`config.mk`:
```
export PLATFORM = sky130hd
export DESIGN_NAME = ambient_cancel_proximity_detect_top
export DESIGN_NICKNAME = d
export VERILOG_FILES = /design/src/rtl/acpd_pkg.sv /design/src/rtl/acpd_lane.sv /design/src/rtl/acpd_merge.sv /design/src/rtl/ambient_cancel_proximity_detect_top.sv
export SDC_FILE = /design/constraint.sdc
export NUM_CORES = 1
export LEC_CHECK = 0
export ABC_AREA = 1
export BUFFER_PORTS_ARGS = -buffer_cell sky130_fd_sc_hd__buf_2
export CAP_MARGIN = 10
export CORE_UTILIZATION = 65
export DETAILED_ROUTE_END_ITERATION = 6
export GPL_TIMING_DRIVEN = 0
export PLACE_DENSITY = 0.93
export SETUP_SLACK_MARGIN = 0.3
export SYNTH_ARGS = -nofsm -noshare
export SYNTH_HDL_FRONTEND = slang
export SYNTH_SLANG_ARGS = --single-unit
```
`constraint.sdc`:
```
create_clock -name clk -period 12.4 [get_ports clk]
set_input_delay 0 -clock clk [delete_from_list [all_inputs] [get_ports clk]]
set_output_delay 0 -clock clk [all_outputs]
set_load 0.01 [all_outputs]
```
`src/rtl/acpd_pkg.sv`:
```
// Shared constants and types for the ambient-cancelling proximity detector.
package acpd_pkg;

  localparam int WINDOW_LEN = 8;

  localparam int SAMPLE_W = 10;
  localparam int LEVEL_W  = 12;
  localparam int PTR_W    = (WINDOW_LEN > 1) ? $clog2(WINDOW_LEN) : 1;
  localparam int COUNT_W  = $clog2(WINDOW_LEN + 1);
  localparam int SUM_W    = SAMPLE_W + PTR_W;
  localparam int DIFF_W   = SUM_W + 1;

  localparam logic [PTR_W-1:0]   PTR_LAST   = PTR_W'(WINDOW_LEN - 1);
  localparam logic [COUNT_W-1:0] COUNT_FULL = COUNT_W'(WINDOW_LEN);
  localparam logic [COUNT_W-1:0] COUNT_LAST = COUNT_W'(WINDOW_LEN - 1);

  localparam logic signed [DIFF_W-1:0] DIFF_HI = DIFF_W'(2 ** (LEVEL_W - 1) - 1);
  localparam logic signed [DIFF_W-1:0] DIFF_LO = -DIFF_HI - DIFF_W'(1);

  localparam logic signed [LEVEL_W-1:0] THRESHOLD_RESET = LEVEL_W'(100);

  typedef struct packed {
    logic             step;
    logic             priming;
    logic             prime_last;
    logic [PTR_W-1:0] slot;
  } lane_ctrl_t;

endpackage

```
`src/rtl/acpd_lane.sv`:
```
// One averaging lane: a sample ring and its running average.
module acpd_lane (
  input  logic                          clk,
  input  logic                          rst,
  input  acpd_pkg::lane_ctrl_t          ctrl,
  input  logic [acpd_pkg::SAMPLE_W-1:0] sample,
  output logic [acpd_pkg::SUM_W-1:0]    avg_next
);

  logic [acpd_pkg::SAMPLE_W-1:0] ring [acpd_pkg::WINDOW_LEN];
  logic [acpd_pkg::SUM_W-1:0]    avg;
  logic [acpd_pkg::SAMPLE_W-1:0] old_sample;
  logic [acpd_pkg::SUM_W-1:0]    sum_next;
  logic [acpd_pkg::SUM_W-1:0]    old_part;
  logic [acpd_pkg::SUM_W-1:0]    new_part;

  assign old_sample = ring[ctrl.slot];
  assign sum_next   = avg + acpd_pkg::SUM_W'(sample);
  assign old_part   = acpd_pkg::SUM_W'(old_sample / acpd_pkg::WINDOW_LEN);
  assign new_part   = acpd_pkg::SUM_W'(sample / acpd_pkg::WINDOW_LEN);

  always_comb begin
    if (ctrl.prime_last) begin
      avg_next = acpd_pkg::SUM_W'(sum_next / acpd_pkg::WINDOW_LEN);
    end else if (ctrl.priming) begin
      avg_next = sum_next;
    end else begin
      avg_next = avg - old_part + new_part;
    end
  end

  always_ff @(posedge clk) begin
    if (rst) begin
      avg <= '0;
    end else if (ctrl.step) begin
      avg <= avg_next;
    end
  end

  always_ff @(posedge clk) begin
    if (ctrl.step) begin
      ring[ctrl.slot] <= sample;
    end
  end

endmodule

```
`src/rtl/acpd_merge.sv`:
```
// Merge stage: lane difference, saturation, threshold compare and result register.
module acpd_merge (
  input  logic                                clk,
  input  logic                                rst,
  input  logic                                load,
  input  logic [acpd_pkg::SUM_W-1:0]          ambient_avg,
  input  logic [acpd_pkg::SUM_W-1:0]          lit_avg,
  input  logic signed [acpd_pkg::LEVEL_W-1:0] threshold,
  input  logic                                result_ready,
  output logic                                result_valid,
  output logic signed [acpd_pkg::LEVEL_W-1:0] reflected_level,
  output logic                                obstacle_near
);

  logic signed [acpd_pkg::DIFF_W-1:0]  diff;
  logic signed [acpd_pkg::LEVEL_W-1:0] level_next;

  assign diff = $signed({1'b0, lit_avg}) - $signed({1'b0, ambient_avg});

  always_comb begin
    if (diff > acpd_pkg::DIFF_HI) begin
      level_next = acpd_pkg::DIFF_HI[acpd_pkg::LEVEL_W-1:0];
    end else if (diff < acpd_pkg::DIFF_LO) begin
      level_next = acpd_pkg::DIFF_LO[acpd_pkg::LEVEL_W-1:0];
    end else begin
      level_next = diff[acpd_pkg::LEVEL_W-1:0];
    end
  end

  always_ff @(posedge clk) begin
    if (rst) begin
      result_valid <= 1'b0;
    end else if (load) begin
      result_valid <= 1'b1;
    end else if (result_ready) begin
      result_valid <= 1'b0;
    end
  end

  always_ff @(posedge clk) begin
    if (load) begin
      reflected_level <= level_next;
      obstacle_near   <= (level_next > threshold);
    end
  end

endmodule

```
`src/rtl/ambient_cancel_proximity_detect_top.sv`:
```
// Top level of the ambient-cancelling proximity detector.
//
//   Channel      Handshake                    Payload
//   sample       sample_valid/sample_ready    ambient_sample, lit_sample
//   result       result_valid/result_ready    reflected_level, obstacle_near
//   threshold    near_threshold_we            near_threshold
//
// One sample pair is taken every cycle while sample_ready is high; its result
// reaches the output register in the next cycle from each lane's running average.
// The first WINDOW_LEN pairs after reset only prime the rings and give no result.
// Reset is synchronous, clears the averages and counters and sets the threshold to 100.
// A stalled result holds the output register and blocks new pairs only while full.
module ambient_cancel_proximity_detect_top (
  input  logic                                clk,
  input  logic                                rst,
  input  logic                                sample_valid,
  output logic                                sample_ready,
  input  logic [acpd_pkg::SAMPLE_W-1:0]       ambient_sample,
  input  logic [acpd_pkg::SAMPLE_W-1:0]       lit_sample,
  output logic                                result_valid,
  input  logic                                result_ready,
  output logic signed [acpd_pkg::LEVEL_W-1:0] reflected_level,
  output logic                                obstacle_near,
  input  logic                                near_threshold_we,
  input  logic signed [acpd_pkg::LEVEL_W-1:0] near_threshold
);

  logic signed [acpd_pkg::LEVEL_W-1:0] threshold;
  logic [acpd_pkg::PTR_W-1:0]          ring_pointer;
  logic [acpd_pkg::COUNT_W-1:0]        prime_count;
  logic                                step;
  acpd_pkg::lane_ctrl_t                ctrl;
  logic [acpd_pkg::SUM_W-1:0]          ambient_avg;
  logic [acpd_pkg::SUM_W-1:0]          lit_avg;

  assign sample_ready = !result_valid || result_ready;
  assign step         = sample_valid && sample_ready;

  assign ctrl.step       = step;
  assign ctrl.priming    = (prime_count != acpd_pkg::COUNT_FULL);
  assign ctrl.prime_last = (prime_count == acpd_pkg::COUNT_LAST);
  assign ctrl.slot       = ring_pointer;

  always_ff @(posedge clk) begin
    if (rst) begin
      threshold <= acpd_pkg::THRESHOLD_RESET;
    end else if (near_threshold_we) begin
      threshold <= near_threshold;
    end
  end

  always_ff @(posedge clk) begin
    if (rst) begin
      ring_pointer <= '0;
      prime_count  <= '0;
    end else if (step) begin
      if (ring_pointer == acpd_pkg::PTR_LAST) begin
        ring_pointer <= '0;
      end else begin
        ring_pointer <= ring_pointer + acpd_pkg::PTR_W'(1);
      end
      if (ctrl.priming) begin
        prime_count <= prime_count + acpd_pkg::COUNT_W'(1);
      end
    end
  end

  acpd_lane u_ambient_lane (
    .clk      (clk),
    .rst      (rst),
    .ctrl     (ctrl),
    .sample   (ambient_sample),
    .avg_next (ambient_avg)
  );

  acpd_lane u_lit_lane (
    .clk      (clk),
    .rst      (rst),
    .ctrl     (ctrl),
    .sample   (lit_sample),
    .avg_next (lit_avg)
  );

  acpd_merge u_merge (
    .clk             (clk),
    .rst             (rst),
    .load            (step && !ctrl.priming),
    .ambient_avg     (ambient_avg),
    .lit_avg         (lit_avg),
    .threshold       (threshold),
    .result_ready    (result_ready),
    .result_valid    (result_valid),
    .reflected_level (reflected_level),
    .obstacle_near   (obstacle_near)
  );

endmodule
```
Yosys cells after proc, flatten, opt, wreduce, memory -nomap -nowiden
Memories as Yosys holds them, arrays and structs flattened. A register that Yosys moved wholly into a read port is not among the register bits.
Index checks and enable logic that the tools add are counted.

operators by class
  add/subtract/negate cells = 9
  multipliers = 0
  div/mod/pow operators = 0
  order comparisons = 3
  eq/ne operators = 3
  shift-type cells = 0
  muxes and demuxes = 15
  bitwise operators = 0
  reductions and logical operators = 7

operators by type and width
  operator                                                                            number
  13-bit 2-to-1 mux                                                                   4
  13-bit by 10-bit adder with 13-bit output                                           2
  13-bit by 7-bit adder with 13-bit output                                            2
  13-bit by 7-bit subtractor with 13-bit output                                       2
  12-bit 2-to-1 mux                                                                   2
  3-bit 2-to-1 mux                                                                    5
  14-bit by 12-bit greater-than comparator with 1-bit output (second input constant)  1
  14-bit by 12-bit less-than comparator with 1-bit output (second input constant)     1
  13-bit by 13-bit subtractor with 14-bit output                                      1
  12-bit greater-than comparator                                                      1
  4-bit by 1-bit adder with 4-bit output (second input constant)                      1
  4-bit by 3-bit == test with 1-bit output (second input constant)                    1
  1-bit 2-to-1 mux                                                                    4
  4-bit inequality test (second input constant)                                       1
  3-bit by 1-bit adder with 3-bit output (second input constant)                      1
  3-bit == test (second input constant)                                               1
  1-bit logical AND                                                                   2
  1-bit logical NOT                                                                   2
  2-bit AND reduction                                                                 1
  2-bit nonzero test                                                                  1
  1-bit logical OR                                                                    1

storage, ports and cells
  register bits = 59
  bits in latches = 0
  memory bits (writable) = 160
  ROM bits = 0
  bits of input ports = 37
  output and inout port bits = 15
  word-level logic and storage cells = 47
  memories = 2

memories
  name                 words  width  read ports  clocked after Yosys merged registers in  write ports  RTL line         RTL
  u_ambient_lane.ring  8      10     1           1                                        1            acpd_lane.sv:10  logic [acpd_pkg::SAMPLE_W-1:0] ring [acpd_pkg::WINDOW_LEN];
  u_lit_lane.ring      8      10     1           1                                        1            acpd_lane.sv:10

Depth between registers and ports, before layout
  depth after elaboration = 9
  depth in mapped cells = 47

Cells and area by module
Synthesis repeated with hierarchy kept, for this count alone.

unflattened totals
  cells, all modules = 1495
  area total of the unflattened synthesis = 11492.3 um^2

modules (own cells, without submodules)
  module                               instances  cells each  area an instance (um^2)  seq. area each (um^2)
  acpd_lane at u_ambient_lane          1          584         4535.6                   1941.9
  acpd_lane at u_lit_lane              1          565         4495.6                   1941.9
  acpd_merge                           1          238         1649.1                   410.4
  ambient_cancel_proximity_detect_top  1          108         812.0                    380.4

Worst setup path before layout
No wires, ideal clock.

  path kind = flip-flop to flip-flop
  start = register with a tool-made name
  end = register u_merge.obstacle_near (data pin)
  setup time = 271 ps
  arrival = 5800 ps
  slack = 6329 ps
  cell stages (with the launch flop) = 40
  path buffers = 3
  path through = dfxtp_1 > inv_1 > clkbuf_1 > clkbuf_1 > nor2_1 > o22ai_1 > nor2_1 > a31oi_1 > fa_1 > fa_1 > o21ai_1 > nand2_1 > nand2_1 > a21oi_1 > xor2_1 > o211ai_1 > o21ai_0 > ha_1 > [... 4 more ...] > nand3_1 > and2_2 > nand2_4 > a21oi_4 > nand2_2 > buf_6 > nand2_1 > nand2_1 > ha_1 > inv_1 > nor2_1 > nor2_1 > o21a_1 > nor2_1 > o211ai_1 > nand2_1 > a221oi_1 > o22ai_1

RTL lines
  what                  RTL line          RTL
  to (signal assigned)  acpd_merge.sv:43  obstacle_near <= (level_next > threshold);
  to (decl)             acpd_merge.sv:12  output logic obstacle_near

==> impl_metrics.yaml <==
clock_network:
  clk_path_buf_depth: 2
  root_buffer: "clkbuf_16"
  cts_resized: 0
  clk_pin_slew_worst_paths_ns: 0.07
  post_cts_buffers: 0
  cts_tree: "built"
  numCtsBuffers: 17
  holdBufCountCts: 35
  insertion_delay_ns: 0.44
  clock-sinks: 174
  htreeDepth: 4
worst_hold_path:
  hp-class: "in2reg"
  min_path_cells: 5
finish:
  instances_no_fill: 1522
  final_nets: 1424
  drive_gt1_share_pct: 10.49
  finish.utilization_pct: 75.98
  post-route-cell-area_sq_um: 12030
  antenna_cells: 0
  syn2layout_area_growth_pct: 14.70
detailed_routing:
  drc: 1
  first_pass_iters: 7
  drt_iter0_markers: 1239
  wl_met3_microns: 3337
  ant_nets: 0
  drt-met1-wl_microns: 10660
  wirelength_microns: 30640
  wl_per_cell_microns: 20.13
  wl_met2_microns: 14650
  routed-via-count: 9740
  top_layer_used: "met4"
  vias_per_cell: 6.399
logic_synthesis:
  synth_flop_cell: "edfxtp_1"
  synth_seq_cells: 174
  ys_types: 52
  synth_edf_count: 125
  yosys.area.top_type: "edfxtp_1"
  avgSynthCellArea_sq_um: 8.878
  syn_inst: 1181
  ys_top_cells_by_count: "168 x nand2_1, 141 x inv_1, 132 x o21ai_0"
  synth-async-reset-ratio_pct: 0
  ys_seq_area_share_pct: 45.16
  syn-cell-area_sq_um: 10490
  yosys.area.top_type_share_pct: 35.80
  ys_warn_count: 0
  syn-num-nets: 1311
  yosysMostFrequentCell: "nand2_1"
  synth_area_leaders: "edfxtp_1 36%, dfxtp_1 9.4%, ha_1 9.1%"
worst_setup_path:
  cp.depth: 38
  reg2reg_depth: 38
  cpLargestDelayFamily: "compound AO/OA/AOI/OAI gates"
  end_kind: "flip-flop"
  cp_slowest_cell: "fa_1"
  crit_buf_inv: 4
  crit_type: "reg2reg"
  arrival_ns: 8.22
  required_ns: 12.58
  cpPeakStageDelay_ns: 0.56
  startpoint_type: "flip-flop"
  crit_fanout: 10
timing:
  hold_ws_ns: 0.1303
  setup_viol: 0
  worst_slack_ns: 4.353
  hold_viol_final: 0
  slew-limit-headroom_pct: 38.49
  min_period_ns: 8.047
  period_share_pct: 64.90
  tns_ns: 0
  worst_slew_pin_slew_ns: 0.9217
  fin_skew_ns: 0.01363
  rsz0062_at_grt: "false"
  drv_slew: 0
  fmax_mhz: 124.3
power_and_ir_drop:
  ir_drop_v: 0.0002025
  finalPower_mw: 2.189
  leakage_nw: 5.173
  pwr_density_cell_nw_per_um2: 182.0
outcome:
  status: "finished with violations"
  failed_checks: "design-rule violations"
grt:
  grt_pass1_vias: 9360
  grt_pass1_wl_microns: 46890
  grt_util_all_layers_pct: 37.70
  grt_max_degree: 19
  overflow: 0
  antenna_found_initial: 0
job:
  maxCapViolations: 0
floorplanning:
  die-area_sq_um: 16640
  num_io_pins: 52
  die_w_microns: 129.0
  start_util_pct: 66.25
  rows: 46
  coreArea_sq_um: 15830
  die_height_microns: 129.0
placement:
  dp_worst_setup_slack_ns: 4.903
  io_buffers: 51
  place.gp.congestion: 0.9932
  placedCellCount: 1454
  dpl_cell_area_sq_um: 11060
  dpl.hpwl_microns: 20230
final timing paths:
check                     endpoint    startpoint  slack [ns]
min reg2reg           threshold[1]  threshold[1]        0.49
max          u_merge.obstacle_near     flip-flop        4.35
max reg2reg  u_merge.obstacle_near     flip-flop        4.35
min                 prime_count[3]  sample_valid        0.13
power breakdown:
group | leakage [nW] | internal (mW) | switching, mW
Combinational | 3.35 | 0.344 | 0.618
Sequential | 1.54 | 0.664 | 0.0196
Clock | 0.281 | 0.287 | 0.256
area by class of cell:
class                           instances  area (sq um)
Sequential cell                       174          4735
Multi-Input combinational cell        819          5019
Timing Repair Buffer                   94         673.1
Clock inverter                         14         170.2
Inverter                              147         565.5
Buffer                                 41         168.9
Fill cell                             993          3801
Tap cell                              216         270.3
Clock buffer                           17         425.4
sequential cells by signal (all words and copies together) (netlist names), named ones only:
name                     flops
u_ambient_lane.avg          13
u_lit_lane.avg              13
u_lit_lane.ring             56
u_merge.obstacle_near        1
ring_pointer                 3
u_merge.result_valid         1
prime_count                  4
threshold                   12
u_merge.reflected_level     12
u_ambient_lane.ring         56
cell families after synthesis:
family	share of synthesized area (%)
simple gates	15.91
compound gates	16.36
xor+xnor	3.258
fa+ha+maj	12.32
buf+inv	7.005
flops	45.16
layer usage:
| layer | vias up | GRT usage, % |
|---|---|---|
| met5 | - | 0 |
| met4 | 0 | 25.26 |
| met3 | 225 | 7.900 |
| met2 | 815 | 64.29 |
| met1 | 4425 | 42.86 |
| li1 | 4275 | - |
worst reg2reg max path, delay by kind of cell (launching register included):
kind / cells / cell delay, ns
adders and majority gates: 4 / 1.79
buffers and inverters: 4 / 1.18
DFF: 1 / 0.38
and+or+nand+nor: 14 / 1.38
AOI/OAI and AO/OA: 15 / 2.94
xor gates and xnor gates: 1 / 0.15
cell usage in the layout, fill, tap and decap left out, types with 3 or more instances in the layout:
cell type and n:
nand2_1 168, inv_1 141, o21ai_0 132, nor2_1 126
edfxtp_1 125, a21oi_1 95, ha_1 76, buf_2 51
dfxtp_1 49, nand3_1 39, clkbuf_1 38, dlygate4sd3_1 35
xor2_1 23, fa_1 17, clkbuf_16 17, xnor2_1 16
a31oi_1 15, o22ai_1 15, nand2_2 14, o211ai_1 12
nand4_1 9, o221ai_1 8, buf_4 6, nor3_1 5
nand3_2 5, inv_2 4, buf_6 4, inv_6 4
nand3b_1 3, o21ai_1 3, nor2_4 3, nand2_4 3
clkinvlp_4 3, clkinv_8 3, inv_8 3
No activity file was read; power rests on OpenSTA's default activity.
